**config.mk**
```make
export PLATFORM = sky130hd
export DESIGN_NAME = status_frame_receiver_top
export DESIGN_NICKNAME = d
export VERILOG_FILES = /design/src/rtl/core/sfr_pkg.sv /design/src/rtl/core/status_frame_receiver_top.sv
export SDC_FILE = /design/constraint.sdc
export NUM_CORES = 1
export LEC_CHECK = 0
export BUFFER_PORTS_ARGS = -buffer_cell sky130_fd_sc_hd__buf_4
export CAP_MARGIN = 20
export CORE_MARGIN = 1
export CORE_UTILIZATION = 25
export CTS_BUF_LIST = sky130_fd_sc_hd__clkbuf_8
export CTS_CLUSTER_DIAMETER = 30
export DETAILED_ROUTE_END_ITERATION = 16
export MAX_ROUTING_LAYER = met4
export PLACE_DENSITY = 0.47
export SLEW_MARGIN = 20
export SYNTH_ARGS = -nofsm -noshare
export SYNTH_HDL_FRONTEND = slang
export SYNTH_SLANG_ARGS = --single-unit
```
**constraint.sdc**
```tcl
create_clock -name clk_i -period 5.35 [get_ports clk_i]
set_input_delay 0.8025 -clock clk_i [delete_from_list [all_inputs] [get_ports clk_i]]
set_output_delay 0.8025 -clock clk_i [all_outputs]
set_load 0.005 [all_outputs]
```
**src/rtl/core/sfr_pkg.sv**
```systemverilog
// sfr_pkg: constants, types and helpers for the status frame receiver.
// No dependencies; imported by the receiver core, its port checker and the bench.
package sfr_pkg;

  localparam logic [7:0] HDR_SYNC    = 8'hff;
  localparam logic [7:0] HDR_MAGIC   = 8'hbe;
  localparam logic [7:0] HDR_VERSION = 8'h01;
  localparam logic [7:0] ID_CONN_REPLY = 8'h21;
  localparam logic [7:0] ID_STATUS     = 8'hf2;
  localparam logic [7:0] CHR_COMMA = 8'h2c;
  localparam logic [7:0] CHR_MINUS = 8'h2d;
  localparam logic [7:0] CHR_ZERO  = 8'h30;
  localparam logic [7:0] CHR_ONE   = 8'h31;
  localparam logic [7:0] CHR_NINE  = 8'h39;

  localparam logic [15:0] MAX_PKT_RESET = 16'd256;
  localparam logic [15:0] MIN_FRAME_LEN = 16'd9;

  // Byte positions within the frame
  localparam logic [15:0] POS_SYNC  = 16'd0;
  localparam logic [15:0] POS_MAGIC = 16'd2;
  localparam logic [15:0] POS_VER   = 16'd3;
  localparam logic [15:0] POS_LEN_H = 16'd4;
  localparam logic [15:0] POS_LEN_L = 16'd5;
  localparam logic [15:0] POS_ID    = 16'd6;
  localparam logic [15:0] POS_BODY  = 16'd7;
  localparam logic [15:0] POS_MAX   = 16'hffff;

  localparam logic [1:0] KIND_OTHER  = 2'd0;
  localparam logic [1:0] KIND_CONN   = 2'd1;
  localparam logic [1:0] KIND_STATUS = 2'd2;

  localparam logic [1:0] CAL_IDLE    = 2'd0;
  localparam logic [1:0] CAL_RUNNING = 2'd1;
  localparam logic [1:0] CAL_DONE    = 2'd2;

  typedef enum logic [1:0] {
    PH_PAN  = 2'd0,
    PH_TILT = 2'd1,
    PH_DONE = 2'd2
  } parse_phase_e;

  typedef struct packed {
    logic [31:0] acc;   // positive magnitude, mod 2^32
    logic [31:0] nacc;  // running two's complement negation of acc
    logic        neg;
  } num_acc_t;

  function automatic logic is_digit(input logic [7:0] b);
    return (b >= CHR_ZERO) && (b <= CHR_NINE);
  endfunction

  // One character into a decimal field: '-' restarts negative, digits shift in.
  function automatic num_acc_t feed_value(input num_acc_t cur, input logic [7:0] b);
    num_acc_t    nxt;
    logic [31:0] dig;
    nxt = cur;
    dig = {24'd0, b - CHR_ZERO};
    if (b == CHR_MINUS) begin
      nxt.acc  = '0;
      nxt.nacc = '0;
      nxt.neg  = 1'b1;
    end else if (is_digit(b)) begin
      nxt.acc  = (cur.acc << 3) + (cur.acc << 1) + dig;
      nxt.nacc = (cur.nacc << 3) + (cur.nacc << 1) - dig;
    end
    return nxt;
  endfunction

endpackage

```
**src/rtl/core/status_frame_receiver_top.sv**
```systemverilog
// status_frame_receiver_top: byte-stream frame checker and status report parser.
// Depends on sfr_pkg (constants, parse phase enum, decimal accumulator helper).
//
//  channel | direction | handshake              | payload
//  --------+-----------+------------------------+-------------------------------------
//  in      | sink      | in_valid_i/in_ready_o  | data_byte_i, end_of_datagram_i
//  out     | source    | out_valid_o/out_ready_i| frame_valid_o .. in_position_o
//  cfg     | sink      | cfg_valid_i/cfg_ready_o| cfg_data_i (frame size limit)
//
// One byte per cycle sustained while no end-of-datagram byte waits for the result slot.
// A byte is held in the input register, then the frame stage folds it into the frame
// state (compare, checksum add, times-ten accumulate) and, on the end-of-datagram
// byte, loads the result register as that byte leaves the input register.
// Reset clears all frame state and sets the frame size limit to 256.
// A waiting result holds back only an end-of-datagram byte, which then stalls input.
module status_frame_receiver_top
  import sfr_pkg::*;
(
  input  logic               clk_i,
  input  logic               rst_ni,
  // byte input
  input  logic               in_valid_i,
  output logic               in_ready_o,
  input  logic [7:0]         data_byte_i,
  input  logic               end_of_datagram_i,
  // result output
  output logic               out_valid_o,
  input  logic               out_ready_i,
  output logic               frame_valid_o,
  output logic [1:0]         message_kind_o,
  output logic               status_parsed_o,
  output logic signed [31:0] pan_position_o,
  output logic signed [31:0] tilt_position_o,
  output logic [1:0]         calibration_state_o,
  output logic               in_position_o,
  // configuration
  input  logic               cfg_valid_i,
  output logic               cfg_ready_o,
  input  logic [15:0]        cfg_data_i
);

  // ---------------- configuration ----------------
  logic [15:0] max_pkt_q;

  assign cfg_ready_o = 1'b1;

  always_ff @(posedge clk_i or negedge rst_ni) begin
    if (!rst_ni) begin
      max_pkt_q <= MAX_PKT_RESET;
    end else if (cfg_valid_i) begin
      max_pkt_q <= cfg_data_i;
    end
  end

  // ---------------- input register ----------------
  logic       s1_vld_q;
  logic [7:0] s1_byte_q;
  logic       s1_last_q;
  logic       out_free;
  logic       s2_go;

  assign out_free   = !out_valid_o || out_ready_i;
  // end-of-datagram bytes need a free result slot, others never wait
  assign s2_go      = s1_vld_q && (!s1_last_q || out_free);
  assign in_ready_o = !s1_vld_q || s2_go;

  always_ff @(posedge clk_i or negedge rst_ni) begin
    if (!rst_ni) begin
      s1_vld_q <= 1'b0;
    end else if (in_ready_o) begin
      s1_vld_q <= in_valid_i;
    end
  end

  always_ff @(posedge clk_i) begin
    if (in_valid_i && in_ready_o) begin
      s1_byte_q <= data_byte_i;
      s1_last_q <= end_of_datagram_i;
    end
  end

  // ---------------- frame state ----------------
  logic [15:0]  pos_q, pos_d;
  logic         hdr_ok_q, hdr_ok_d;
  logic [15:0]  len_q, len_d;
  logic [15:0]  sum_q, sum_d;
  logic [15:0]  rsum_q, rsum_d;
  logic [7:0]   id_q, id_d;
  parse_phase_e phase_q, phase_d;
  num_acc_t     pan_q, pan_d;
  num_acc_t     tilt_q, tilt_d;
  logic [15:0]  tcomma_q, tcomma_d;
  logic [7:0]   cal_chr_q, cal_chr_d;
  logic [7:0]   pos_chr_q, pos_chr_d;

  logic [16:0] p_plus1, p_plus2, tc_plus1, tc_plus3, len_plus2, dl_ext;
  logic        in_body;
  logic [7:0]  b;

  assign b         = s1_byte_q;
  assign dl_ext    = {1'b0, len_q};
  assign p_plus1   = {1'b0, pos_q} + 17'd1;
  assign p_plus2   = {1'b0, pos_q} + 17'd2;
  assign tc_plus1  = {1'b0, tcomma_q} + 17'd1;
  assign tc_plus3  = {1'b0, tcomma_q} + 17'd3;
  // bytes 7 .. L-3 carry the ASCII body and are searched for commas
  assign in_body   = (pos_q >= POS_BODY) && (p_plus2 < dl_ext);

  always_comb begin
    pos_d     = pos_q;
    hdr_ok_d  = hdr_ok_q;
    len_d     = len_q;
    sum_d     = sum_q;
    rsum_d    = rsum_q;
    id_d      = id_q;
    phase_d   = phase_q;
    pan_d     = pan_q;
    tilt_d    = tilt_q;
    tcomma_d  = tcomma_q;
    cal_chr_d = cal_chr_q;
    pos_chr_d = pos_chr_q;

    if (pos_q == POS_SYNC  && b != HDR_SYNC)    hdr_ok_d = 1'b0;
    if (pos_q == POS_MAGIC && b != HDR_MAGIC)   hdr_ok_d = 1'b0;
    if (pos_q == POS_VER   && b != HDR_VERSION) hdr_ok_d = 1'b0;
    if (pos_q == POS_LEN_H) len_d = {b, 8'd0};
    if (pos_q == POS_LEN_L) len_d = {len_q[15:8], b};
    if (pos_q == POS_ID)    id_d  = b;

    if (pos_q != POS_SYNC && (pos_q < POS_ID || p_plus2 < dl_ext))
      sum_d = sum_q + {8'd0, b};
    if (pos_q >= POS_ID && p_plus2 == dl_ext) rsum_d = {b, 8'd0};
    if (pos_q >= POS_ID && p_plus1 == dl_ext) rsum_d = rsum_q | {8'd0, b};

    if (in_body) begin
      unique case (phase_q)
        PH_PAN: begin
          if (b == CHR_COMMA) phase_d = PH_TILT;
          else                pan_d   = feed_value(pan_q, b);
        end
        PH_TILT: begin
          if (b == CHR_COMMA) begin
            phase_d  = PH_DONE;
            tcomma_d = pos_q;
          end else begin
            tilt_d = feed_value(tilt_q, b);
          end
        end
        default: ;
      endcase
    end

    // the comma byte itself can never match, so the old phase suffices here
    if (phase_q == PH_DONE && pos_q >= POS_BODY && {1'b0, pos_q} < dl_ext) begin
      if ({1'b0, pos_q} == tc_plus1) cal_chr_d = b;
      if ({1'b0, pos_q} == tc_plus3) pos_chr_d = b;
    end

    if (pos_q != POS_MAX) pos_d = p_plus1[15:0];
  end

  always_ff @(posedge clk_i or negedge rst_ni) begin
    if (!rst_ni) begin
      pos_q     <= '0;
      hdr_ok_q  <= 1'b1;
      len_q     <= '0;
      sum_q     <= '0;
      rsum_q    <= '0;
      id_q      <= '0;
      phase_q   <= PH_PAN;
      pan_q     <= '0;
      tilt_q    <= '0;
      tcomma_q  <= '0;
      cal_chr_q <= '0;
      pos_chr_q <= '0;
    end else if (s2_go) begin
      if (s1_last_q) begin
        // datagram done: back to the start-of-frame state
        pos_q     <= '0;
        hdr_ok_q  <= 1'b1;
        len_q     <= '0;
        sum_q     <= '0;
        rsum_q    <= '0;
        id_q      <= '0;
        phase_q   <= PH_PAN;
        pan_q     <= '0;
        tilt_q    <= '0;
        tcomma_q  <= '0;
        cal_chr_q <= '0;
        pos_chr_q <= '0;
      end else begin
        pos_q     <= pos_d;
        hdr_ok_q  <= hdr_ok_d;
        len_q     <= len_d;
        sum_q     <= sum_d;
        rsum_q    <= rsum_d;
        id_q      <= id_d;
        phase_q   <= phase_d;
        pan_q     <= pan_d;
        tilt_q    <= tilt_d;
        tcomma_q  <= tcomma_d;
        cal_chr_q <= cal_chr_d;
        pos_chr_q <= pos_chr_d;
      end
    end
  end

  // ---------------- verdict ----------------
  logic        valid_c, parsed_c;
  logic [1:0]  kind_c, cal_c;
  logic [16:0] count_c;

  assign count_c   = p_plus1;
  assign len_plus2 = {1'b0, len_d} + 17'd2;

  always_comb begin
    valid_c = hdr_ok_d && (len_d >= MIN_FRAME_LEN) && (len_plus2 <= {1'b0, max_pkt_q})
              && (count_c >= {1'b0, len_d}) && (sum_d == rsum_d);
    kind_c = KIND_OTHER;
    if (valid_c && id_d == ID_CONN_REPLY) kind_c = KIND_CONN;
    if (valid_c && id_d == ID_STATUS)     kind_c = KIND_STATUS;
    parsed_c = (kind_c == KIND_STATUS) && (phase_d == PH_DONE);
    priority if (cal_chr_d == CHR_ZERO) cal_c = CAL_IDLE;
    else if (cal_chr_d == CHR_ONE)      cal_c = CAL_RUNNING;
    else                                cal_c = CAL_DONE;
  end

  // ---------------- result register ----------------
  always_ff @(posedge clk_i or negedge rst_ni) begin
    if (!rst_ni) begin
      out_valid_o <= 1'b0;
    end else if (s2_go && s1_last_q) begin
      out_valid_o <= 1'b1;
    end else if (out_ready_i) begin
      out_valid_o <= 1'b0;
    end
  end

  always_ff @(posedge clk_i) begin
    if (s2_go && s1_last_q) begin
      frame_valid_o       <= valid_c;
      message_kind_o      <= kind_c;
      status_parsed_o     <= parsed_c;
      pan_position_o      <= !parsed_c ? 32'sd0 :
                             $signed(pan_d.neg ? pan_d.nacc : pan_d.acc);
      tilt_position_o     <= !parsed_c ? 32'sd0 :
                             $signed(tilt_d.neg ? tilt_d.nacc : tilt_d.acc);
      calibration_state_o <= parsed_c ? cal_c : CAL_IDLE;
      in_position_o       <= parsed_c && (pos_chr_d != CHR_ZERO);
    end
  end

endmodule

```
==> qor.txt, run 1 <==
Synth Net Count - 3498
Min Tclk post-route - 5.42 ns
Vias in the first global route - 24800
Worst Skew - 0.0410 ns
CP top delay family - simple AND/OR/NAND/NOR gates
Overall power - 9.46 mW
Worst slew margin - 32.5%
Max VDD drop - 0.000280 V
Failing checks - setup timing
Final GP Congestion - 0.887
Mapped Avg Cell Area - 8.70 µm²
CTS tree - done
Initial antenna violation count - 1
Worst path buffer plus inverter count - 6
DRT Pass-1 Iters - 7
GR Overflow Total - 0
Post-synth EDFFs - 80
Critical path capture point type - register
Area contributors post-synth - dfrtp_1 23%, ha_1 14%, edfxtp_1 8.8%, o21ai_0 4.9%, nand2_1 4.3%
Drt total wl - 96200 µm
Yosys cell types - 80
Area Growth Syn to Fin - 25.8%
Final count of hold timing violations - 0
H-tree depth - 3
DR vias/cell - 5.00
Total GRT Usage - 17.6%
Post-Syn Area - 0.0273 mm²
Routed via count - 24700
Max Cap Violations - 0
Fin nets - 3806
Slowest-stage cell, CP - or4_4
Final worst slack - -0.0708 ns
Pwr dens - 275 mW/mm²
# setup viols final - 16
Critical path's most frequent cell - buf_4
Layout cells sized above 1 - 18.3%
Routed Antenna Nets - 0
Leakage power - 15.9 nW
Clock slew at reported path FFs - 0.05 ns
CP peak stage delay - 0.58 ns
Commonest non-fill, non-tap cell in the layout - buf_4
Critical Path AT - 5.98 ns
Yosys warns - 0
Row count - 120
Largest net degree at the start of global routing - 117
Number of synthesized register bits - 335
Final Max Slew Viols - 0
TritonCTS Buffers - 103
Clk Latency, worst-skew pair - 0.74 ns
Ports - 104
DRC - 0
WL/cell - 19.5 µm
Die W - 333 µm
Setup TNS - -0.649 ns
Max Buffers Root-to-Sink - 3
Highest clock rate - 184 MHz
Clk sinks - 335
Die height - 333 µm
Fill count - 11400
Ys flop type - dfrtp_1
Syn Inst Count - 3144
Top cell type by total area after synthesis - dfrtp_1
Core area - 0.108 mm²
Async set or reset register ratio after synthesis - 76.1%
IO buf count - 102
Antenna cells - 0
Crit-path cells - buf_4, nand3_2, or2_2, xnor2_1, ha_1, nand4_1, a211oi_1, a2111oi_0, buf_4, o22ai_2, or2_2, o21ai_0, xnor2_1, a22oi_1, or4_4, nor4_4, buf_4, nand3_4, buf_8, buf_12, buf_4, a211oi_2
RSZ-0062 raised after global routing - yes
CTS Root Cell - clkbuf_8
Hold Path Class - input port to asynchronous set/reset pin
Most frequent cells in the layout - 322 x buf_4, 311 x nand2_1, 298 x ha_1
CP Max Fanout - 16
Starting Density - 25.4%
Die area - 0.111 mm²
DRC marker count from the first detailed-route iteration - 1420
Status - complete, but fails checks
Slew @ Worst Pin - 1.01 ns
Top cell type's share of synthesized area - 23.2%
Hold Slack - 0.0817 ns
Period Utilization, post-route - 101%
Critical Path Start Type - register
Register area share after synthesis - 32.1%
Req. time, crit path - 5.91 ns
Global-route wire length before repair - 148000 µm
Setup Crit Path Kind - register to register
Detailed Place HPWL - 69700 µm
## worst reg2reg max path, stage by stage (launching register included)
cell and delay, ns:
dfrtp_1 0.35, buf_4 0.25, nand3_2 0.18, or2_2 0.36
xnor2_1 0.23, ha_1 0.28, nand4_1 0.15, a211oi_1 0.08
a2111oi_0 0.39, buf_4 0.22, o22ai_2 0.10, or2_2 0.33
o21ai_0 0.30, xnor2_1 0.16, a22oi_1 0.16, or4_4 0.58
nor4_4 0.27, buf_4 0.17, nand3_4 0.11, buf_8 0.18
buf_12 0.15, buf_4 0.16, a211oi_2 0.13
## repair_timing
action,CTS,global route
endpoints found under the setup margin,70,71
resized for setup,35,56
setup buffers,15,4
cloned,3,1
pin swaps,16,20
hold buffers,0,0
## cell usage after synthesis (all sizes together), types with 23 or more instances
library cell and number:
edfxtp 80, a211oi 55, xnor2 126, mux2i 46, a21o 69, buf 24
fa 25, o21ai 270, ha 299, nand2b 27, nor4 23, xor2 82
o22ai 50, nand2 313, clkbuf 134, nand3 62, a31oi 28, a22oi 57
nor2 209, o21a 30, a21oi 174, a22o 72, nand4 29, inv 262
dfrtp 253, nor3 56, and3 34
## cell type report
class                   count  area (µm²)  share of cell area, %
flip-flops and latches    335        8790                   25.5
multi-input cells        2389       17400                   50.4
inverters                 262         983                   2.86
repair buffers            361        3140                   9.12
clock buffers             123        1690                   4.92
clock inverters            71         696                   2.02
well taps                1403        1760                   5.10
## per-layer routing
| layer | vias up | share of wire, % | track usage (%) |
|---|---|---|---|
| met5 | - | 0 | - |
| met4 | 0 | 3.1 | 6.00 |
| met1 | 12000 | 47 | 23.1 |
| met3 | 152 | 4.5 | 2.85 |
| met2 | 549 | 46 | 27.4 |
| li1 | 12000 | - | - |
## power breakdown
group | switching [mW] | internal [mW]
clock | 1.56 | 2.72
sequential | 0.174 | 2.80
combinational | 1.27 | 0.947
total | 3.00 | 6.46
## worst paths after layout
check                                                    to  slack (ns)                    from  cells after the start
max in group asynchronous             pan_q[42]$_DFFE_PN0P_        3.98                  rst_ni                      2
min reg2reg                          tilt_q[64]$_DFFE_PN0P_        0.49  tilt_q[64]$_DFFE_PN0P_                      2
min in group clk_i                           b[5]$_DFFE_PP_        0.25          data_byte_i[5]                      1
max                        pan_position_o[27]$_SDFFCE_PN0P_       -0.07    pos_q[3]$_DFFE_PN0P_                     22
min                                  tilt_q[39]$_DFFE_PN0P_        0.08                  rst_ni                      1
max reg2reg                pan_position_o[27]$_SDFFCE_PN0P_       -0.07    pos_q[3]$_DFFE_PN0P_                     22
## cells by family after synthesis
family	synth area share, %
adder cells (fa/ha/maj)	15.5
AND/OR/NAND/NOR	14.2
flip-flops	32.1
multiplexers	1.81
AO/OA/AOI/OAI	23.4
XOR/XNOR	6.99
buffers and inverters	5.90
other	0.0137
## state kept, by name, summed over array words and instances, names as in the netlist, 2 cells and up
name and count:
tilt_position_o 32, phase_q 2, pan_position_o 32, id_q 8, len_q 16, pos_q 16, tcomma_q 16, message_kind_o 2
max_pkt_q 16, sum_q 16, pos_chr_q 8, calibration_state_o 2, cal_chr_q 8, rsum_q 16, pan_q 65, tilt_q 65
b 8
## metrics by stage
step	setup slack, ns	area [µm²]	cells	util, %
2_1_floorplan	0.0231	27300	3144	-
3_3_place_gp	-0.604	31400	4730	29.1
3_5_place_dp	-0.622	31400	4730	29.1
4_1_cts	-0.162	34100	4939	31.6
5_1_grt	-0.410	34400	4944	31.9
6_report	-0.0708	34400	4944	31.9
No activity file was read; power rests on OpenSTA's default activity.
==> run 2: changes to the inputs <==
--- a/config.mk
+++ b/config.mk
@@ -5,6 +5,7 @@
 export SDC_FILE = /design/constraint.sdc
 export NUM_CORES = 1
 export LEC_CHECK = 0
+export ABC_AREA = 1
 export BUFFER_PORTS_ARGS = -buffer_cell sky130_fd_sc_hd__buf_4
 export CAP_MARGIN = 20
 export CORE_MARGIN = 1
==> run 2 against run 1 <==
  * The flow now finishes without violations
  * Synthesized cell count grew 30%
  * First-iteration DRC count increased by 20%
  * Sequential cell count unchanged
==> qor.txt, run 2 <==
Status - finished clean
Post-synth EDFFs - 80 (unchanged)
Clock Power Share - 53.6% (+8.5 points)
Routed via count - 27800 (+12%)
Final Max Slew Viols - 0 (unchanged)
TritonCTS Buffers - 105 (+1.9%)
Post-Syn Area - 0.0294 mm² (+7.6%)
Final GP Congestion - 0.887 (about the same)
Most frequent cells in the layout - 850 x nand2_1, 642 x inv_1, 406 x o21ai_0
Worst R2R Start - pos_q[1]$_DFFE_PN0P_
Ys flop type - dfrtp_1
Min Tclk post-route - 4.79 ns (-0.632 ns)
NetSw - 2.59 mW (-14%)
Non-Filler Instances - 5873 (+19%)
Register area share after synthesis - 29.9% (-2.3 points)
Syn Inst Count - 4086 (+30%)
CP top delay family - simple AND/OR/NAND/NOR gates
Max Buffers Root-to-Sink - 3 (unchanged)
Die height - 345 µm (+3.7%)
# setup viols final - 0 (-16)
Fill count - 12800 (+12%)
Setup Crit Path Kind - register to register
Design area - 0.0350 mm² (+1.8%)
Worst reg2reg path endpoint - pan_position_o[9]$_SDFFCE_PN0P_
Final worst slack - 0.561 ns (+0.632 ns)
CP peak stage delay - 0.38 ns (-0.20 ns)
Sw Ratio - 29.3% (-2.4 points)
Req. time, crit path - 5.95 ns (+0.04 ns)
Critical path capture point type - register
Max Cap Violations - 0 (unchanged)
Pwr dens - 252 mW/mm² (-8.2%)
Worst R2R Setup Slack - 0.56 ns (+0.63 ns)
FF-to-FF path depth - 34 (+55%)
DRC - 0 (unchanged)
Area Growth Syn to Fin - 19.0%
Placement Setup Slack - 0.108 ns (+0.731 ns)
Critical Path Start Type - register
Setup TNS - 0 ns (+0.649 ns)
P_int - 6.25 mW (-3.3%)
Number of synthesized register bits - 335 (unchanged)
Worst slew margin - 41.5% (+9.1 points)
Ports - 104 (unchanged)
Detailed Place HPWL - 75500 µm (+8.3%)
Synth top cells by count - 852 x nand2_1, 631 x inv_1, 406 x o21ai_0, 315 x nor2_1, 299 x ha_1
Commonest non-fill, non-tap cell in the layout - nand2_1
Area contributors post-synth - dfrtp_1 22%, ha_1 13%, nand2_1 11%, edfxtp_1 8.2%, inv_1 8.1%
Total GRT Usage - 17.3% (-0.32 points)
Die W - 345 µm (+3.7%)
Die area - 0.119 mm² (+7.5%)
Hold Path Class - input port to asynchronous set/reset pin
Yosys warns - 0 (unchanged)
Mapped Avg Cell Area - 7.20 µm² (-17%)
Hold_buf cts - 0 (unchanged)
GR Overflow Total - 0 (unchanged)
CTS Root Cell - clkbuf_8
Regs by FF count - pan_q (65), tilt_q (65)
Slowest-stage cell, CP - dfrtp_1
Top cell type's share of synthesized area - 21.5% (-1.6 points)
CTS tree - done
Critical Path AT - 5.39 ns (-0.59 ns)
Worst Skew - 0.0336 ns (-0.00741 ns)
H-tree depth - 3 (unchanged)
Max VDD drop - 0.000168 V (-40%)
CP Max Fanout - 10 (-6)
Worst path buffer plus inverter count - 4 (-2)
Global-route wire length before repair - 159000 µm (+7.4%)
DRC marker count from the first detailed-route iteration - 1698 (+20%)
Sequential power share - 31.5% (about the same)
Hold Slack - 0.0543 ns (-0.0275 ns)
Starting Density - 25.3% (-0.086 points)
Critical path's most frequent cell - nand2_1
Inst Count DP - 5671 (+20%)
Vias in the first global route - 27400 (+11%)
Initial antenna violation count - 2 (+1)
Combinational Power Share - 14.9% (-8.5 points)
IO buf count - 102 (unchanged)
RSZ-0062 raised after global routing - no
Top-count cell post-synth - nand2_1
WL/cell - 17.2 µm (-12%)
Drt total wl - 101000 µm (+5.1%)
Row count - 125 (+4.2%)
Async set or reset register ratio after synthesis - 76.1% (unchanged)
Placed Instance Area - 0.0323 mm² (+3.0%)
Slew @ Worst Pin - 0.876 ns (-0.135 ns)
DR vias/cell - 4.73 (-5.6%)
Layout cells sized above 1 - 11.6% (-6.6 points)
Final count of hold timing violations - 0 (unchanged)
Clk sinks - 335 (unchanged)
Clock slew at reported path FFs - 0.05 ns (about the same)
Leakage power - 17.0 nW (+7.4%)
Highest clock rate - 209 MHz (+13%)
DRT Pass-1 Iters - 7 (unchanged)
Synth Net Count - 4440 (+27%)
Period Utilization, post-route - 89.5% (-12 points)
Top cell type by total area after synthesis - dfrtp_1
Core area - 0.116 mm² (+7.9%)
Fin nets - 4609 (+21%)
Largest net degree at the start of global routing - 105 (-10%)
Yosys cell types - 66 (-18%)
Clk Latency, worst-skew pair - 0.75 ns (about the same)
Routed Antenna Nets - 0 (unchanged)
## run 2: cell count changes after synthesis, sizes merged, moves of 36 or more
cell / previous run / this run
a211oi: 55 / 9
a21o: 69 / 11
a21oi: 174 / 250
a22o: 72 / 6
a22oi: 57 / 7
inv: 262 / 652
mux2i: 46 / 10
nand2: 313 / 869
nand3: 62 / 175
nor2: 209 / 357
o21ai: 270 / 422
o22ai: 50 / 124
xnor2: 126 / 43
## run 2: per-stage QoR
step / util (%) / total power, mW
floorplan: - / 3.64
global placement: 27.8 / 4.14
detailed placement: 27.8 / 4.14
CTS: 30.0 / 8.96
global route: 30.1 / 9.27
finish: 30.1 / 8.84
## run 2: cells by family (layout without fill, tap and decap cells)
group,Yosys count,in the layout,synth area share (%)
buf+inv,791,1052,10.5
compound gates,945,945,18.0
flops,335,335,29.9
mux,11,11,0.379
other cells,1,3,0.0127
xor+xnor,135,135,4.02
simple gates,1544,1544,22.8
fa+ha+maj,324,324,14.4
## run 2: area by class of cell
cell class | count | area (µm²) | share of cell area [%]
Inverter | 653 | 2460 | 7.03
Sequential cell | 335 | 8790 | 25.1
Clock buffer | 114 | 1570 | 4.48
Clock inverter | 85 | 1070 | 3.06
Timing Repair Buffer | 200 | 1590 | 4.54
Multi-Input combinational cell | 2960 | 17600 | 50.3
Antenna cell | 2 | 5.00 | 0.0143
Tap cell | 1524 | 1910 | 5.45
## run 2: routing by layer
| metal | part of all wire (%) | up-vias | global-route usage, % |
|---|---|---|---|
| li1 | - | 14000 | - |
| met1 | 50 | 13100 | 23.8 |
| met2 | 44 | 554 | 26.5 |
| met3 | 4.5 | 105 | 2.32 |
| met4 | 2.0 | 0 | 4.77 |
| met5 | 0 | - | - |
## run 2: power groups by stage
| stage | Clock [mW] | Sequential, mW | Combinational [mW] |
|---|---|---|---|
| final | 4.74 | 2.78 | 1.32 |
| after detailed placement | 0 | 2.82 | 1.31 |
| after global placement | 0 | 2.82 | 1.31 |
| after global routing | 5.00 | 2.79 | 1.48 |
| after floorplan | 0 | 2.81 | 0.828 |
| after CTS | 4.85 | 2.78 | 1.32 |
## run 2: what timing repair did
item                       in CTS  in global routing
gates resized for setup         0                  5
setup endpoints to repair       0                 68
buffers inserted                0                  1
## run 2: worst max path at each step
| stage | start | to | cells past startpoint |
|---|---|---|---|
| after floorplan | pos_q[0]$_DFFE_PN0P_ | pan_position_o[21]$_SDFFCE_PN0P_ | 35 |
| after global placement | pos_q[1]$_DFFE_PN0P_ | in_position_o$_DFFE_PP_ | 33 |
| after detailed placement | pos_q[1]$_DFFE_PN0P_ | tilt_position_o[10]$_SDFFCE_PN0P_ | 33 |
| after CTS | pos_q[1]$_DFFE_PN0P_ | tilt_position_o[10]$_SDFFCE_PN0P_ | 33 |
| after global routing | pos_q[1]$_DFFE_PN0P_ | pan_position_o[6]$_SDFFCE_PN0P_ | 34 |
| final | pos_q[1]$_DFFE_PN0P_ | pan_position_o[9]$_SDFFCE_PN0P_ | 34 |
==> run 3: changes to the inputs <==
--- a/config.mk
+++ b/config.mk
@@ -8,13 +8,15 @@
 export ABC_AREA = 1
 export BUFFER_PORTS_ARGS = -buffer_cell sky130_fd_sc_hd__buf_4
 export CAP_MARGIN = 20
+export CELL_PAD_IN_SITES_DETAIL_PLACEMENT = 1
+export CELL_PAD_IN_SITES_GLOBAL_PLACEMENT = 1
 export CORE_MARGIN = 1
-export CORE_UTILIZATION = 25
+export CORE_UTILIZATION = 40
 export CTS_BUF_LIST = sky130_fd_sc_hd__clkbuf_8
 export CTS_CLUSTER_DIAMETER = 30
 export DETAILED_ROUTE_END_ITERATION = 16
 export MAX_ROUTING_LAYER = met4
-export PLACE_DENSITY = 0.47
+export PLACE_DENSITY = 0.81
 export SLEW_MARGIN = 20
 export SYNTH_ARGS = -nofsm -noshare
 export SYNTH_HDL_FRONTEND = slang
==> run 3 against run 2 <==
  * Utilization grew 17 points
  * Clock power shrank 3%
  * Clock skew grew 0.024 ns
  * Via count rose by 5.5%
  * Fmax fell by 5.7%
  * First-iteration DRC count increased by 8.4%
  * Power down 1.4%
  * Combinational power is essentially flat
  * Largest cell class unchanged
==> qor.txt, run 3 (synthesis results as in run 2) <==
Starting Density - 40.4% (+15 points)
Met3 WL - 5410 µm (+20%)
Critical path capture point type - register
DRC marker count from the first detailed-route iteration - 1841 (+8.4%)
Max VDD drop - 0.000197 V (+17%)
Overall power - 8.71 mW (-1.4%)
CTS tree - done
Worst R2R Setup Slack - 0.27 ns (-0.29 ns)
Design area - 0.0340 mm² (-3.0%)
Max Cap Violations - 0 (unchanged)
Clk Latency, worst-skew pair - 0.75 ns (about the same)
Clock slew at reported path FFs - 0.06 ns (about the same)
CP Max Fanout - 15 (+5)
Final count of hold timing violations - 0 (unchanged)
DR vias/cell - 5.56 (+18%)
Die W - 273 µm (-21%)
# setup viols final - 0 (unchanged)
Min Tclk post-route - 5.08 ns (+0.291 ns)
Worst slew margin - 22.1% (-19 points)
Initial antenna violation count - 2 (unchanged)
Worst Skew - 0.0571 ns (+0.0236 ns)
Placed Instance Area - 0.0314 mm² (-2.9%)
Die height - 273 µm (-21%)
Ports - 104 (unchanged)
Worst hold endpoint - b[5]$_DFFE_PP_
Status - finished clean
Slowest-stage cell, CP - dfrtp_1
Detailed Place HPWL - 76200 µm (+0.98%)
Final core utilization - 46.6% (+17 points)
Final GP Congestion - 0.965 (+8.8%)
Highest clock rate - 197 MHz (-5.7%)
Row count - 99 (-21%)
Setup bufs post-CTS - 0 (unchanged)
Worst hold path startpoint - data_byte_i[5]
Hold Path Class - input port to register
Die area - 0.0746 mm² (-37%)
H-tree depth - 3 (unchanged)
GR Overflow Total - 0 (unchanged)
Largest net degree at the start of global routing - 119 (+13%)
TritonCTS Buffers - 97 (-7.6%)
Critical path's most frequent cell - nor2_1
Leakage power - 16.8 nW (-1.3%)
Worst reg2reg path endpoint - pan_position_o[3]$_SDFFCE_PN0P_
Req. time, crit path - 5.82 ns (-0.13 ns)
Total GRT Usage - 28.8% (+11 points)
CTS Root Cell - clkbuf_8
Routed Antenna Nets - 0 (unchanged)
RSZ-0062 raised after global routing - no
Period Utilization, post-route - 94.9% (+5.4 points)
Core area - 0.0728 mm² (-37%)
Clk sinks - 335 (unchanged)
CP peak stage delay - 0.49 ns (+0.11 ns)
FF-to-FF path depth - 28 (-18%)
Hold Path Stages - 1
Layout cells sized above 1 - 11.0% (-0.65 points)
Drt total wl - 104000 µm (+2.8%)
Fill count - 9276 (-27%)
Critical Path AT - 5.55 ns (+0.16 ns)
Worst R2R Start - pos_q[2]$_DFFE_PN0P_
Fin nets - 4576 (-0.72%)
Max Buffers Root-to-Sink - 3 (unchanged)
WL/cell - 19.8 µm (+15%)
DR top layer - met4
Slew @ Worst Pin - 1.17 ns (+0.292 ns)
Area Growth Syn to Fin - 15.4%
DRT Pass-1 Iters - 6 (-1)
Most frequent cells in the layout - 849 x nand2_1, 638 x inv_1, 406 x o21ai_0
DR WL met2 - 48600 µm (+9.5%)
Critical Path Start Type - register
Regs by FF count - pan_q (65), tilt_q (65)
DRC - 0 (unchanged)
Vias in the first global route - 30800 (+12%)
Routed via count - 29300 (+5.5%)
Setup Crit Path Kind - register to register
Pwr dens - 257 mW/mm² (+1.6%)
Commonest non-fill, non-tap cell in the layout - nand2_1
Setup TNS - 0 ns (unchanged)
Global-route wire length before repair - 167000 µm (+4.9%)
Wire length on met1 - 46900 µm (-6.7%)
IO buf count - 102 (unchanged)
Final Max Slew Viols - 0 (unchanged)
==> run 3: changes by cell type in the layout (fill, tap and decap cells not counted), sizes merged <==
cell	previous run	this run
clkinv	33	27
buf	200	174
inv	671	668
clkinvlp	11	10
clkbuf	114	105
bufinv	23	24
dlygate4sd3	0	1
==> run 3: stage by stage <==
step                      instances  hold WS [ns]  setup slack [ns]
final                          5265         0.227             0.270
after global routing           5264         0.192            0.0205
after CTS                      5261         0.179            0.0254
after detailed placement       5080         0.469             0.110
after global placement         5080         0.465             0.298
after floorplan                4086         0.450             0.890
==> run 3: how the worst max path moves through the flow <==
stage / start / slack [ns] / end / depth (start not counted)
finish: pos_q[2]$_DFFE_PN0P_ / 0.27 / pan_position_o[3]$_SDFFCE_PN0P_ / 28
global route: pos_q[0]$_DFFE_PN0P_ / 0.02 / pan_position_o[27]$_SDFFCE_PN0P_ / 35
CTS: pos_q[0]$_DFFE_PN0P_ / 0.03 / tilt_position_o[17]$_SDFFCE_PN0P_ / 33
detailed placement: pos_q[0]$_DFFE_PN0P_ / 0.11 / tilt_position_o[17]$_SDFFCE_PN0P_ / 33
global placement: pos_q[0]$_DFFE_PN0P_ / 0.30 / in_position_o$_DFFE_PP_ / 34
floorplan: pos_q[0]$_DFFE_PN0P_ / 0.89 / pan_position_o[21]$_SDFFCE_PN0P_ / 35
==> run 3: cell type report <==
| type | instances | area (µm²) | share of cell area, % |
|---|---|---|---|
| sequential | 335 | 8790 | 25.9 |
| clock buffer | 105 | 1450 | 4.26 |
| inverter | 653 | 2470 | 7.29 |
| timing repair buffer | 175 | 1390 | 4.08 |
| multi-input combinational | 2960 | 17600 | 51.9 |
| clock inverter | 76 | 1040 | 3.07 |
| tap | 959 | 1200 | 3.53 |
| antenna | 2 | 5.00 | 0.0147 |
==> run 3: repair_timing <==
action                                  4_1_cts  5_1_grt
resized for setup                             0       12
endpoints found under the setup margin        0       69
hold buffers                                  0        1
endpoints found under the hold margin         0        7
==> run 3: routing by layer <==
metal | global-route usage, % | vias up
met5 | - | -
met4 | 9.32 | 0
met3 | 3.83 | 224
met2 | 46.2 | 784
met1 | 37.3 | 14400
li1 | - | 13900
==> run 3: critical path: cells and delay by family, from the launching register on <==
family,cells,cell delay [ns]
xor gates and xnor gates,1,0.16
DFF,1,0.49
AOI/OAI and AO/OA,5,0.62
buffers and inverters,6,0.98
adders and majority gates,1,0.29
and+or+nand+nor,15,2.27
==> run 3: power breakdown <==
part	leakage (nW)	switching (mW)	total, mW	internal, mW
sequential	4.28	0.0641	2.78	2.72
clock	1.30	1.59	4.59	3.01
combinational	11.2	0.921	1.33	0.412
